`src/sv/iatv_pkg.sv`:
```
// Package for the IP address text validator: codes, character values and limits.
package iatv_pkg;

  // Length limits of a well-formed address string
  localparam int unsigned MAX_LEN      = 39;
  localparam int unsigned MIN_LEN      = 7;
  // Kind is fixed only by a separator among the first characters
  localparam int unsigned KIND_WINDOW  = 5;
  localparam int unsigned OCTET_MAX    = 255;
  localparam int unsigned V4_DOTS      = 3;
  localparam int unsigned V6_COLONS    = 7;
  localparam int unsigned V6_GROUP_MAX = 4;

  // Saturation tops of the counters
  localparam logic [5:0] CNT_TOP    = 6'd63;
  localparam logic [8:0] OCTET_TOP  = 9'd511;
  localparam logic [1:0] DIGIT_TOP  = 2'd3;
  localparam logic [2:0] DOT_TOP    = 3'd7;
  localparam logic [2:0] GROUP_TOP  = 3'd7;
  localparam logic [3:0] COLON_TOP  = 4'd15;

  // ASCII values
  localparam logic [7:0] CH_DOT     = 8'h2E;
  localparam logic [7:0] CH_COLON   = 8'h3A;
  localparam logic [7:0] CH_0       = 8'h30;
  localparam logic [7:0] CH_9       = 8'h39;
  localparam logic [7:0] CH_LC_A    = 8'h61;
  localparam logic [7:0] CH_LC_F    = 8'h66;
  localparam logic [7:0] CH_UC_A    = 8'h41;
  localparam logic [7:0] CH_UC_F    = 8'h46;

  // Address kind, fixed by the first separator
  typedef enum logic [1:0] {
    KIND_NONE = 2'd0,
    KIND_V4   = 2'd1,
    KIND_V6   = 2'd2
  } kind_t;

  // Result codes
  typedef enum logic [1:0] {
    VERDICT_NONE = 2'd0,
    VERDICT_V4   = 2'd1,
    VERDICT_V6   = 2'd2
  } verdict_t;

endpackage

```
`src/sv/ip_address_text_validator.sv`:
```
// Top level of the IP address text validator: input register, checkers, result register.
// The block takes one character per cycle, with in_is_last marking the end of the string,
// and gives one verdict per string (0 neither, 1 valid IPv4, 2 valid IPv6) on the result
// channel. A character can be taken every cycle while verdicts are taken as they come.
// The last character's verdict is formed as it leaves the input register and is written
// to the result register once that register is free; it can then be taken. While a
// verdict waits on the result channel the input register holds its character, so at most
// one more character is taken until the verdict goes. The IPv4 and IPv6 checkers update
// their counters in a single pass of logic between those two registers. After the last
// character all checker state returns to its reset value, so the next string may follow
// at once. Strings longer than STR_MAX_LEN characters (39 by default), without a separator
// among their first five characters, or with any malformed field give verdict 0.
module ip_address_text_validator
  import iatv_pkg::*;
#(
  parameter int unsigned STR_MAX_LEN = MAX_LEN
) (
  input  logic       clk,
  input  logic       rst_n,
  input  logic [7:0] in_character,
  input  logic       in_is_last,
  input  logic       in_valid,
  output logic       in_ready,
  output logic [1:0] out_verdict,
  output logic       out_valid,
  input  logic       out_ready
);

  // Input register
  logic       s1_valid_r;
  logic [7:0] s1_char_r;
  logic       s1_last_r;

  // Result register
  logic       out_valid_r;
  verdict_t   out_verdict_r;

  // Checker state
  logic [5:0] char_count_r,   char_count_nxt;
  kind_t      addr_kind_r,    addr_kind_nxt;
  logic [8:0] octet_value_r,  octet_value_nxt;
  logic [1:0] octet_digits_r, octet_digits_nxt;
  logic [2:0] dot_count_r,    dot_count_nxt;
  logic [2:0] group_len_r,    group_len_nxt;
  logic [3:0] colon_count_r,  colon_count_nxt;
  logic       v4_bad_r,       v4_bad_nxt;
  logic       v6_bad_r,       v6_bad_nxt;

  logic       out_free;
  logic       step;
  logic       is_dec;
  logic       is_hex;
  logic [3:0] digit;
  logic [12:0] octet_mul;
  logic       len_ok;
  verdict_t   verdict;

  // Handshake: the result register frees when empty or taken
  assign out_free    = !out_valid_r || out_ready;
  assign step        = s1_valid_r && out_free;
  assign in_ready    = !s1_valid_r || out_free;
  assign out_valid   = out_valid_r;
  assign out_verdict = out_verdict_r;

  // Character classes
  assign is_dec = (s1_char_r >= CH_0) && (s1_char_r <= CH_9);
  assign is_hex = is_dec
               || ((s1_char_r >= CH_LC_A) && (s1_char_r <= CH_LC_F))
               || ((s1_char_r >= CH_UC_A) && (s1_char_r <= CH_UC_F));
  assign digit  = s1_char_r[3:0] - CH_0[3:0];
  // value * 10 + digit, as shifts and adds
  assign octet_mul = {1'b0, octet_value_r, 3'b000} + {3'b000, octet_value_r, 1'b0}
                   + {9'd0, digit};

  // Checker state update for the character in the input register
  always_comb begin
    char_count_nxt   = char_count_r;
    addr_kind_nxt    = addr_kind_r;
    octet_value_nxt  = octet_value_r;
    octet_digits_nxt = octet_digits_r;
    dot_count_nxt    = dot_count_r;
    group_len_nxt    = group_len_r;
    colon_count_nxt  = colon_count_r;
    v4_bad_nxt       = v4_bad_r;
    v6_bad_nxt       = v6_bad_r;

    // kind from the first separator within the window
    if (addr_kind_r == KIND_NONE && char_count_r < 6'(KIND_WINDOW)) begin
      if (s1_char_r == CH_DOT) begin
        addr_kind_nxt = KIND_V4;
      end else if (s1_char_r == CH_COLON) begin
        addr_kind_nxt = KIND_V6;
      end
    end
    if (char_count_r != CNT_TOP) begin
      char_count_nxt = char_count_r + 6'd1;
    end

    // IPv4 checker
    if (is_dec) begin
      if (octet_digits_r != 2'd0 && octet_value_r == 9'd0) begin
        v4_bad_nxt = 1'b1;
      end
      octet_value_nxt = (octet_mul > {4'd0, OCTET_TOP}) ? OCTET_TOP : octet_mul[8:0];
      if (octet_value_nxt > 9'(OCTET_MAX)) begin
        v4_bad_nxt = 1'b1;
      end
      if (octet_digits_r != DIGIT_TOP) begin
        octet_digits_nxt = octet_digits_r + 2'd1;
      end
    end else if (s1_char_r == CH_DOT) begin
      if (octet_digits_r == 2'd0) begin
        v4_bad_nxt = 1'b1;
      end
      if (dot_count_r != DOT_TOP) begin
        dot_count_nxt = dot_count_r + 3'd1;
      end
      octet_value_nxt  = 9'd0;
      octet_digits_nxt = 2'd0;
    end else begin
      v4_bad_nxt = 1'b1;
    end

    // IPv6 checker
    if (is_hex) begin
      if (group_len_r != GROUP_TOP) begin
        group_len_nxt = group_len_r + 3'd1;
      end
      if (group_len_nxt > 3'(V6_GROUP_MAX)) begin
        v6_bad_nxt = 1'b1;
      end
    end else if (s1_char_r == CH_COLON) begin
      if (group_len_r == 3'd0) begin
        v6_bad_nxt = 1'b1;
      end
      if (colon_count_r != COLON_TOP) begin
        colon_count_nxt = colon_count_r + 4'd1;
      end
      group_len_nxt = 3'd0;
    end else begin
      v6_bad_nxt = 1'b1;
    end
  end

  // Verdict from the updated state
  always_comb begin
    len_ok = (char_count_nxt >= 6'(MIN_LEN)) && (char_count_nxt <= 6'(STR_MAX_LEN));
    if (len_ok && addr_kind_nxt == KIND_V4 && !v4_bad_nxt
        && dot_count_nxt == 3'(V4_DOTS) && octet_digits_nxt != 2'd0) begin
      verdict = VERDICT_V4;
    end else if (len_ok && addr_kind_nxt == KIND_V6 && !v6_bad_nxt
        && colon_count_nxt == 4'(V6_COLONS) && group_len_nxt != 3'd0) begin
      verdict = VERDICT_V6;
    end else begin
      verdict = VERDICT_NONE;
    end
  end

  // Input register payload
  always_ff @(posedge clk) begin
    if (in_valid && in_ready) begin
      s1_char_r <= in_character;
      s1_last_r <= in_is_last;
    end
  end

  // Result register payload
  always_ff @(posedge clk) begin
    if (step && s1_last_r) begin
      out_verdict_r <= verdict;
    end
  end

  // Control and checker state
  always_ff @(posedge clk) begin
    if (!rst_n) begin
      s1_valid_r     <= 1'b0;
      out_valid_r    <= 1'b0;
      char_count_r   <= '0;
      addr_kind_r    <= KIND_NONE;
      octet_value_r  <= '0;
      octet_digits_r <= '0;
      dot_count_r    <= '0;
      group_len_r    <= '0;
      colon_count_r  <= '0;
      v4_bad_r       <= 1'b0;
      v6_bad_r       <= 1'b0;
    end else begin
      if (in_ready) begin
        s1_valid_r <= in_valid;
      end
      if (step && s1_last_r) begin
        out_valid_r <= 1'b1;
      end else if (out_ready) begin
        out_valid_r <= 1'b0;
      end
      if (step) begin
        if (s1_last_r) begin
          // end of string: back to reset state
          char_count_r   <= '0;
          addr_kind_r    <= KIND_NONE;
          octet_value_r  <= '0;
          octet_digits_r <= '0;
          dot_count_r    <= '0;
          group_len_r    <= '0;
          colon_count_r  <= '0;
          v4_bad_r       <= 1'b0;
          v6_bad_r       <= 1'b0;
        end else begin
          char_count_r   <= char_count_nxt;
          addr_kind_r    <= addr_kind_nxt;
          octet_value_r  <= octet_value_nxt;
          octet_digits_r <= octet_digits_nxt;
          dot_count_r    <= dot_count_nxt;
          group_len_r    <= group_len_nxt;
          colon_count_r  <= colon_count_nxt;
          v4_bad_r       <= v4_bad_nxt;
          v6_bad_r       <= v6_bad_nxt;
        end
      end
    end
  end

endmodule

```
`config.mk`:
```
export PLATFORM = sky130hd
export DESIGN_NAME = ip_address_text_validator
export DESIGN_NICKNAME = d
export VERILOG_FILES = /design/src/sv/iatv_pkg.sv /design/src/sv/ip_address_text_validator.sv
export SDC_FILE = /design/constraint.sdc
export NUM_CORES = 1
export LEC_CHECK = 0
export BUFFER_PORTS_ARGS = -buffer_cell sky130_fd_sc_hd__buf_2
export CAP_MARGIN = 20
export CORE_UTILIZATION = 50
export CTS_BUF_LIST = sky130_fd_sc_hd__clkbuf_8 sky130_fd_sc_hd__clkbuf_16
export DETAILED_ROUTE_END_ITERATION = 16
export GPL_ROUTABILITY_DRIVEN = 1
export PLACE_DENSITY = 0.68
export SYNTH_ARGS = -nofsm -noshare
export SYNTH_HDL_FRONTEND = slang
export SYNTH_SLANG_ARGS = --single-unit
```
`constraint.sdc`:
```
create_clock -name clk -period 7.5 [get_ports clk]
set_input_delay 1.125 -clock clk [delete_from_list [all_inputs] [get_ports clk]]
set_output_delay 1.125 -clock clk [all_outputs]
set_load 0.02 [all_outputs]
```
==> results of run 1 <==
[routing by layer]
layer  track usage (%)  share of wire [%]
met3              3.93                3.5
met1              29.8                 52
met2              31.9                 43
met5                 0                  0
met4              6.79                1.6
[Yosys cell counts (all sizes together) (3+ instances only)]
cell,number
dfxtp,33
nor2,31
a21oi,27
ha,23
nand2,22
o21ai,22
inv,16
nor3,15
nand3,13
edfxtp,11
a31oi,10
clkbuf,8
nand2b,7
a21o,6
nor2b,6
and2,5
and3,5
xor2,5
a2bb2oi,4
nand4,4
a211oi,3
nand4b,3
nor3b,3
[kinds of logic after synthesis]
family	after synthesis	synth area share, %
adders and majority gates	25	11.7
DFF	44	35.3
muxes	3	1.11
and+or+nand+nor	125	24.0
buffers and inverters	27	3.74
xor gates and xnor gates	6	1.87
AOI/OAI and AO/OA	92	22.4
[critical path, stage by stage (launching register included)]
cell	delay, ns
dfxtp_1	0.43
inv_1	0.09
fa_1	0.50
inv_1	0.07
ha_1	0.29
a21oi_1	0.08
nand4b_1	0.27
and4b_1	0.27
o31ai_2	0.46
nor2_2	0.16
and4_1	0.19
[area by class of cell]
type                            count  area [um^2]  share of cell area [%]
Inverter                           17         63.8                    2.11
Clock buffer                        5         68.8                    2.28
Multi-Input combinational cell    251         1710                    56.7
Timing Repair Buffer               17         87.6                    2.90
Tap cell                           70         87.6                    2.90
Sequential cell                    44          991                    32.8
Clock inverter                      3         11.3                   0.372
[through the flow]
step,cell area (um^2),setup slack (ns),cells,total power [uW],hold slack [ns]
3_5_place_dp,2940,4.49,399,289,0.499
4_1_cts,3020,4.48,407,424,0.510
3_3_place_gp,2940,4.55,399,288,0.484
5_1_grt,3020,4.21,407,438,0.539
6_report,3020,4.45,407,420,0.507
2_1_floorplan,2810,4.82,322,280,0.459
[how the worst max path moves through the flow]
| stage | start | to | slack [ns] | cells after the start |
|---|---|---|---|---|
| after global placement | octet_value_r[2]$_SDFFE_PN0P_ | out_verdict[0]$_SDFFCE_PP1P_ | 4.55 | 10 |
| after detailed placement | s1_char_r[3]$_DFFE_PP_ | out_verdict[0]$_SDFFCE_PP1P_ | 4.49 | 10 |
| after CTS | s1_char_r[3]$_DFFE_PP_ | out_verdict[0]$_SDFFCE_PP1P_ | 4.48 | 10 |
| final | octet_value_r[2]$_SDFFE_PN0P_ | out_verdict[0]$_SDFFCE_PP1P_ | 4.45 | 10 |
| after floorplan | s1_char_r[3]$_DFFE_PP_ | out_verdict[0]$_SDFFCE_PP1P_ | 4.82 | 10 |
| after global routing | octet_value_r[2]$_SDFFE_PN0P_ | out_verdict[0]$_SDFFCE_PP1P_ | 4.21 | 10 |
[flip-flops by register name, indices dropped and copies added (netlist names), 2 cells and up]
register / cells
dot_count_r: 3
colon_count_r: 4
out_verdict: 2
char_count_r: 6
addr_kind_r: 2
octet_digits_r: 2
octet_value_r: 9
s1_char_r: 8
group_len_r: 3
[cells in the final DEF, fill, tap and decap left out, drive strengths merged, types with 3 or more instances in the layout]
master	netlist	routed
dfxtp	33	33
nor2	31	31
a21oi	27	27
ha	23	23
nand2	22	22
o21ai	22	22
inv	16	18
buf	2	17
nor3	15	15
nand3	13	13
edfxtp	11	11
a31oi	10	10
nand2b	7	7
nor2b	6	6
a21o	6	6
xor2	5	5
and2	5	5
clkbuf	8	5
and3	5	5
a2bb2oi	4	4
nand4	4	4
nand4b	3	3
a211oi	3	3
nor3b	3	3
[power by group]
group	internal, uW	switching, uW	leakage (uW)
combinational	11.8	17.8	0.000786
clock	62.1	74.0	0.0000482
sequential	248	6.07	0.000377
==> impl_metrics.env, run 1 <==
export IMPL_run_status="complete, no violations"
export IMPL_grt_overflow=0
export IMPL_setup_viol=0
export IMPL_ir_worst_vdd_uv=120
export IMPL_critPathKind="reg -> reg"
export IMPL_first_pass_iters=4
export IMPL_hold_viol_final=0
export IMPL_cts_resized=0
export IMPL_antenna_found_initial=0
export IMPL_period_share_pct=40.7
export IMPL_via_per_inst=5.82
export IMPL_whs_path_depth=2
export IMPL_worst_ep_required_time_ns=7.55
export IMPL_drv_slew=0
export IMPL_min_period_ns=3.05
export IMPL_synthCells=322
export IMPL_htree_levels=2
export IMPL_yosys_warnings=0
export IMPL_drt_iter0_drc=195
export IMPL_async_flop_share_pct=0
export IMPL_nFillCells=489
export IMPL_drive_above_1_share_pct=11.0
export IMPL_fp_row_count=26
export IMPL_fmax_mhz=328
export IMPL_holdPathEnd="v6_bad_r$_SDFFE_PN0P_"
export IMPL_slew_headroom_pct=53.1
export IMPL_yosysSeqAreaShare_pct=35.3
export IMPL_min_from="v6_bad_r$_SDFFE_PN0P_"
export IMPL_clk_pin_slew_worst_paths_ns=0.08
export IMPL_coreArea_mm2=0.00527
export IMPL_r2r_slack_ns=4.45
export IMPL_cts_tree="yes"
export IMPL_cts_sinks=44
export IMPL_ys_ff_latch=44
export IMPL_ctsLongestPathBuffers=2
export IMPL_wl_per_cell_um=14.1
export IMPL_numPortBuffers=16
export IMPL_layout_nets=374
export IMPL_cts_hold_buffers=0
export IMPL_synth_ff_type="dfxtp_1"
export IMPL_worst_pin_slew_ns=0.686
export IMPL_antenna_cells=0
export IMPL_dieArea_mm2=0.00592
export IMPL_place_gp_congestion=0.885
export IMPL_worstSetupEndpointType="flip-flop"
export IMPL_via_count=2369
export IMPL_p_per_area_mw_per_mm2=139
export IMPL_grt_first_pass_wirelength_mm=9.95
export IMPL_grt_pass1_vias=2165
export IMPL_p_leak_uw=0.00121
export IMPL_syn_area_mm2=0.00281
export IMPL_startpoint_type="flip-flop"
export IMPL_timing_rr_start="octet_value_r[2]$_SDFFE_PN0P_"
export IMPL_avgSynthCellArea_um2=8.73
export IMPL_start_util_pct=53.3
export IMPL_synth_edff_count=11
export IMPL_worstHoldPathType="reg -> reg"
export IMPL_cts_root_buffer="clkbuf_8"
export IMPL_yosys_area_top_type="dfxtp_1"
export IMPL_wl_mm=5.73
export IMPL_grt_usage_pct=21.0
export IMPL_ant_nets=0
export IMPL_dp_hpwl_mm=4.23
export IMPL_maxCapViolations=0
export IMPL_yosysUniqueCellTypes=60
export IMPL_boundaryPins=17
export IMPL_regToRegEndpoint="out_verdict[0]$_SDFFCE_PP1P_"
export IMPL_drc=0
export IMPL_postCtsSetupBuffers=0
export IMPL_synthesis_nets=360
export IMPL_dieHeight_um=77.0
export IMPL_crit_fanout=6
export IMPL_final_util_pct=57.4
export IMPL_clk_latency_ns=0.29
export IMPL_grt_start_max_net_pins=17
export IMPL_synth_area_top_cells="dfxtp_1 24%, edfxtp_1 12%, ha_1 10%"
export IMPL_reg2regPathDepth=10
export IMPL_setup_tns_ns=0
export IMPL_cts_buffers_inserted=5
export IMPL_grt_setup_unrepaired="false"
export IMPL_skew_ns=0.00562
export IMPL_synth_top_area_share_pct=23.5
export IMPL_area_growth_syn_to_layout_pct=7.61
export IMPL_cp_arrival_ns=3.11
export IMPL_die_width_um=77.0
Note: power is estimated with default switching activity, not from simulation.
==> run 2, diff against run 1 <==
--- a/config.mk
+++ b/config.mk
@@ -11,7 +11,7 @@
 export CTS_BUF_LIST = sky130_fd_sc_hd__clkbuf_8 sky130_fd_sc_hd__clkbuf_16
 export DETAILED_ROUTE_END_ITERATION = 16
 export GPL_ROUTABILITY_DRIVEN = 1
-export PLACE_DENSITY = 0.68
+export PLACE_DENSITY = 0.7
 export SYNTH_ARGS = -nofsm -noshare
 export SYNTH_HDL_FRONTEND = slang
 export SYNTH_SLANG_ARGS = --single-unit
==> constraint.sdc (replaced) <==
create_clock -name clk -period 2.77 [get_ports clk]
set_input_delay 0.4155 -clock clk [delete_from_list [all_inputs] [get_ports clk]]
set_output_delay 0.4155 -clock clk [all_outputs]
set_load 0.02 [all_outputs]
==> run 2 against run 1 <==
Register-to-register slack lost 4.3 ns; power grew to 2.8 times the previous value; clock skew grew 0.0038 ns; wire length grew 3.5%; critical path depth is the same; utilization grew 2.6 points; final cell count grew 3.9%; worst setup slack lost 4.3 ns; global-route usage grew 0.22 points; via count grew 4.3%.
==> impl_metrics.env, run 2 (synthesis results as in run 1) <==
export IMPL_via_per_inst=5.84
export IMPL_wl_mm=5.93
export IMPL_dpl_worst_slack_ns=0.00444
export IMPL_largest_register="octet_value_r"
export IMPL_via_count=2470
export IMPL_area_growth_syn_to_layout_pct=12.4
export IMPL_clk_latency_ns=0.29
export IMPL_cts_root_buffer="clkbuf_8"
export IMPL_run_status="complete, no violations"
export IMPL_grt_overflow=0
export IMPL_p_seq_share_pct=58.7
export IMPL_grt_first_pass_wirelength_mm=10.1
export IMPL_cp_slowest_stage_delay_ns=0.52
export IMPL_start_util_pct=53.3
export IMPL_startpoint_type="flip-flop"
export IMPL_period_share_pct=94.4
export IMPL_drt_iter0_drc=184
export IMPL_worst_hold_slack_ns=0.294
export IMPL_numPortBuffers=16
export IMPL_fmax_mhz=382
export IMPL_layout_cells_most_common_list="33 x dfxtp_1, 29 x nor2_1, 25 x a21oi_1, 22 x nand2_1, 22 x ha_1"
export IMPL_cts_tree="yes"
export IMPL_crit_top_cell="inv_1"
export IMPL_p_sw_uw=280
export IMPL_first_pass_iters=4
export IMPL_cts_sinks=44
export IMPL_worst_slack_ns=0.154
export IMPL_setup_viol=0
export IMPL_antenna_cells=0
export IMPL_largest_reg_flops=9
export IMPL_coreArea_mm2=0.00527
export IMPL_cts_buffers_inserted=5
export IMPL_postPlaceCellArea_mm2=0.00303
export IMPL_min_period_ns=2.62
export IMPL_cp_arrival_ns=2.66
export IMPL_cts_hold_buffers=0
export IMPL_fp_row_count=26
export IMPL_drc=0
export IMPL_slowest_stage="fa_1"
export IMPL_die_width_um=77.0
export IMPL_drv_slew=0
export IMPL_crit_fanout=4
export IMPL_p_leak_uw=0.00129
export IMPL_worstHoldPathType="in -> reg"
export IMPL_layout_nets=390
export IMPL_grt_usage_pct=21.2
export IMPL_clk_pin_slew_worst_paths_ns=0.08
export IMPL_grt_setup_unrepaired="true"
export IMPL_p_per_area_mw_per_mm2=368
export IMPL_place_gp_congestion=0.835
export IMPL_hold_viol_final=0
export IMPL_ctsLongestPathBuffers=2
export IMPL_boundaryPins=17
export IMPL_drive_above_1_share_pct=16.4
export IMPL_total_power_uw=1160
export IMPL_swShare_pct=24.1
export IMPL_dp_hpwl_mm=4.46
export IMPL_dieHeight_um=77.0
export IMPL_power_frac_comb_pct=8.1
export IMPL_reg2regPathDepth=10
export IMPL_worst_ep_required_time_ns=2.81
export IMPL_finalInstanceArea_mm2=0.00316
export IMPL_worstSetupEndpointType="flip-flop"
export IMPL_slew_headroom_pct=52.3
export IMPL_worst_pin_slew_ns=0.697
export IMPL_grt_start_max_net_pins=17
export IMPL_grt_pass1_vias=2248
export IMPL_ir_worst_vdd_uv=317
export IMPL_pwr_share_clk_pct=33.2
export IMPL_skew_ns=0.00939
export IMPL_p_int_uw=883
export IMPL_dieArea_mm2=0.00592
export IMPL_critPathKind="reg -> reg"
export IMPL_cp_cell_sequence="inv_1 -> fa_1 -> inv_1 -> ha_1 -> a21oi_1 -> nand4b_1 -> and4b_1 -> o31ai_2 -> nor2_2 -> and4_1"
export IMPL_htree_levels=2
export IMPL_wl_per_cell_um=14.0
export IMPL_top_regs="octet_value_r x9, s1_char_r x8, char_count_r x6"
export IMPL_maxCapViolations=0
export IMPL_final_common_cell="dfxtp_1"
export IMPL_whs_path_depth=1
export IMPL_antenna_found_initial=0
export IMPL_ant_nets=0
-- run 2: power groups by stage --
stage,clock network [uW],logic (uW),registers [uW]
finish,386,94.5,683
detailed placement,0,92.3,698
global placement,0,90.6,697
global route,417,105,685
CTS,394,92.7,683
floorplan,0,60.4,696
-- run 2: metal layers --
metal  share of wire, %  up-vias  wire length [um]  GRT usage, %
met5                  0        -                 0             0
met3                3.4        4               199          3.57
met1                 51     1161              3010          29.0
li1                   -     1256                 -             -
met4                1.0        0                62          6.23
met2                 45       49              2660          34.2
-- run 2: path summary, 6_finish.rpt --
| kind | startpoint | slack [ns] | endpoint |
|---|---|---|---|
| worst min-delay path | in_character[7] | 0.29 | s1_char_r[7]$_DFFE_PP_ |
| worst max register to register | octet_value_r[0]$_SDFFE_PN0P_ | 0.15 | out_verdict[0]$_SDFFCE_PP1P_ |
| worst max-delay path | octet_value_r[0]$_SDFFE_PN0P_ | 0.15 | out_verdict[0]$_SDFFCE_PP1P_ |
| worst min register to register | v6_bad_r$_SDFFE_PN0P_ | 0.50 | v6_bad_r$_SDFFE_PN0P_ |
-- run 2: timing repair --
item                       4_1_cts  5_1_grt
setup buffers                    3        2
gates resized for setup          0        4
setup endpoints to repair        1       11
pin swaps                        1        6
-- run 2: worst max-delay path: cells and delay by family, from the launching register on --
kind                       cells  cell delay (ns)
adders and majority gates      2             0.80
buffers and inverters          2             0.12
and+or+nand+nor                4             0.76
AOI/OAI and AO/OA              2             0.35
DFF                            1             0.33
-- run 2: stage by stage --
| step | std cells | TNS, ns | util (%) |
|---|---|---|---|
| floorplan | 322 | 0 | - |
| global placement | 410 | 0 | 57.4 |
| detailed placement | 410 | 0 | 57.4 |
| CTS | 421 | 0 | 59.5 |
| global route | 423 | -0.0146 | 59.9 |
| finish | 423 | 0 | 59.9 |
-- run 2: final cells by class --
cell class / instances / area, um^2
Sequential cell: 44 / 991
Fill cell: 495 / 2110
Clock buffer: 5 / 68.8
Multi-Input combinational cell: 251 / 1720
Clock inverter: 3 / 16.3
Timing Repair Buffer: 33 / 208
Tap cell: 70 / 87.6
Inverter: 17 / 63.8
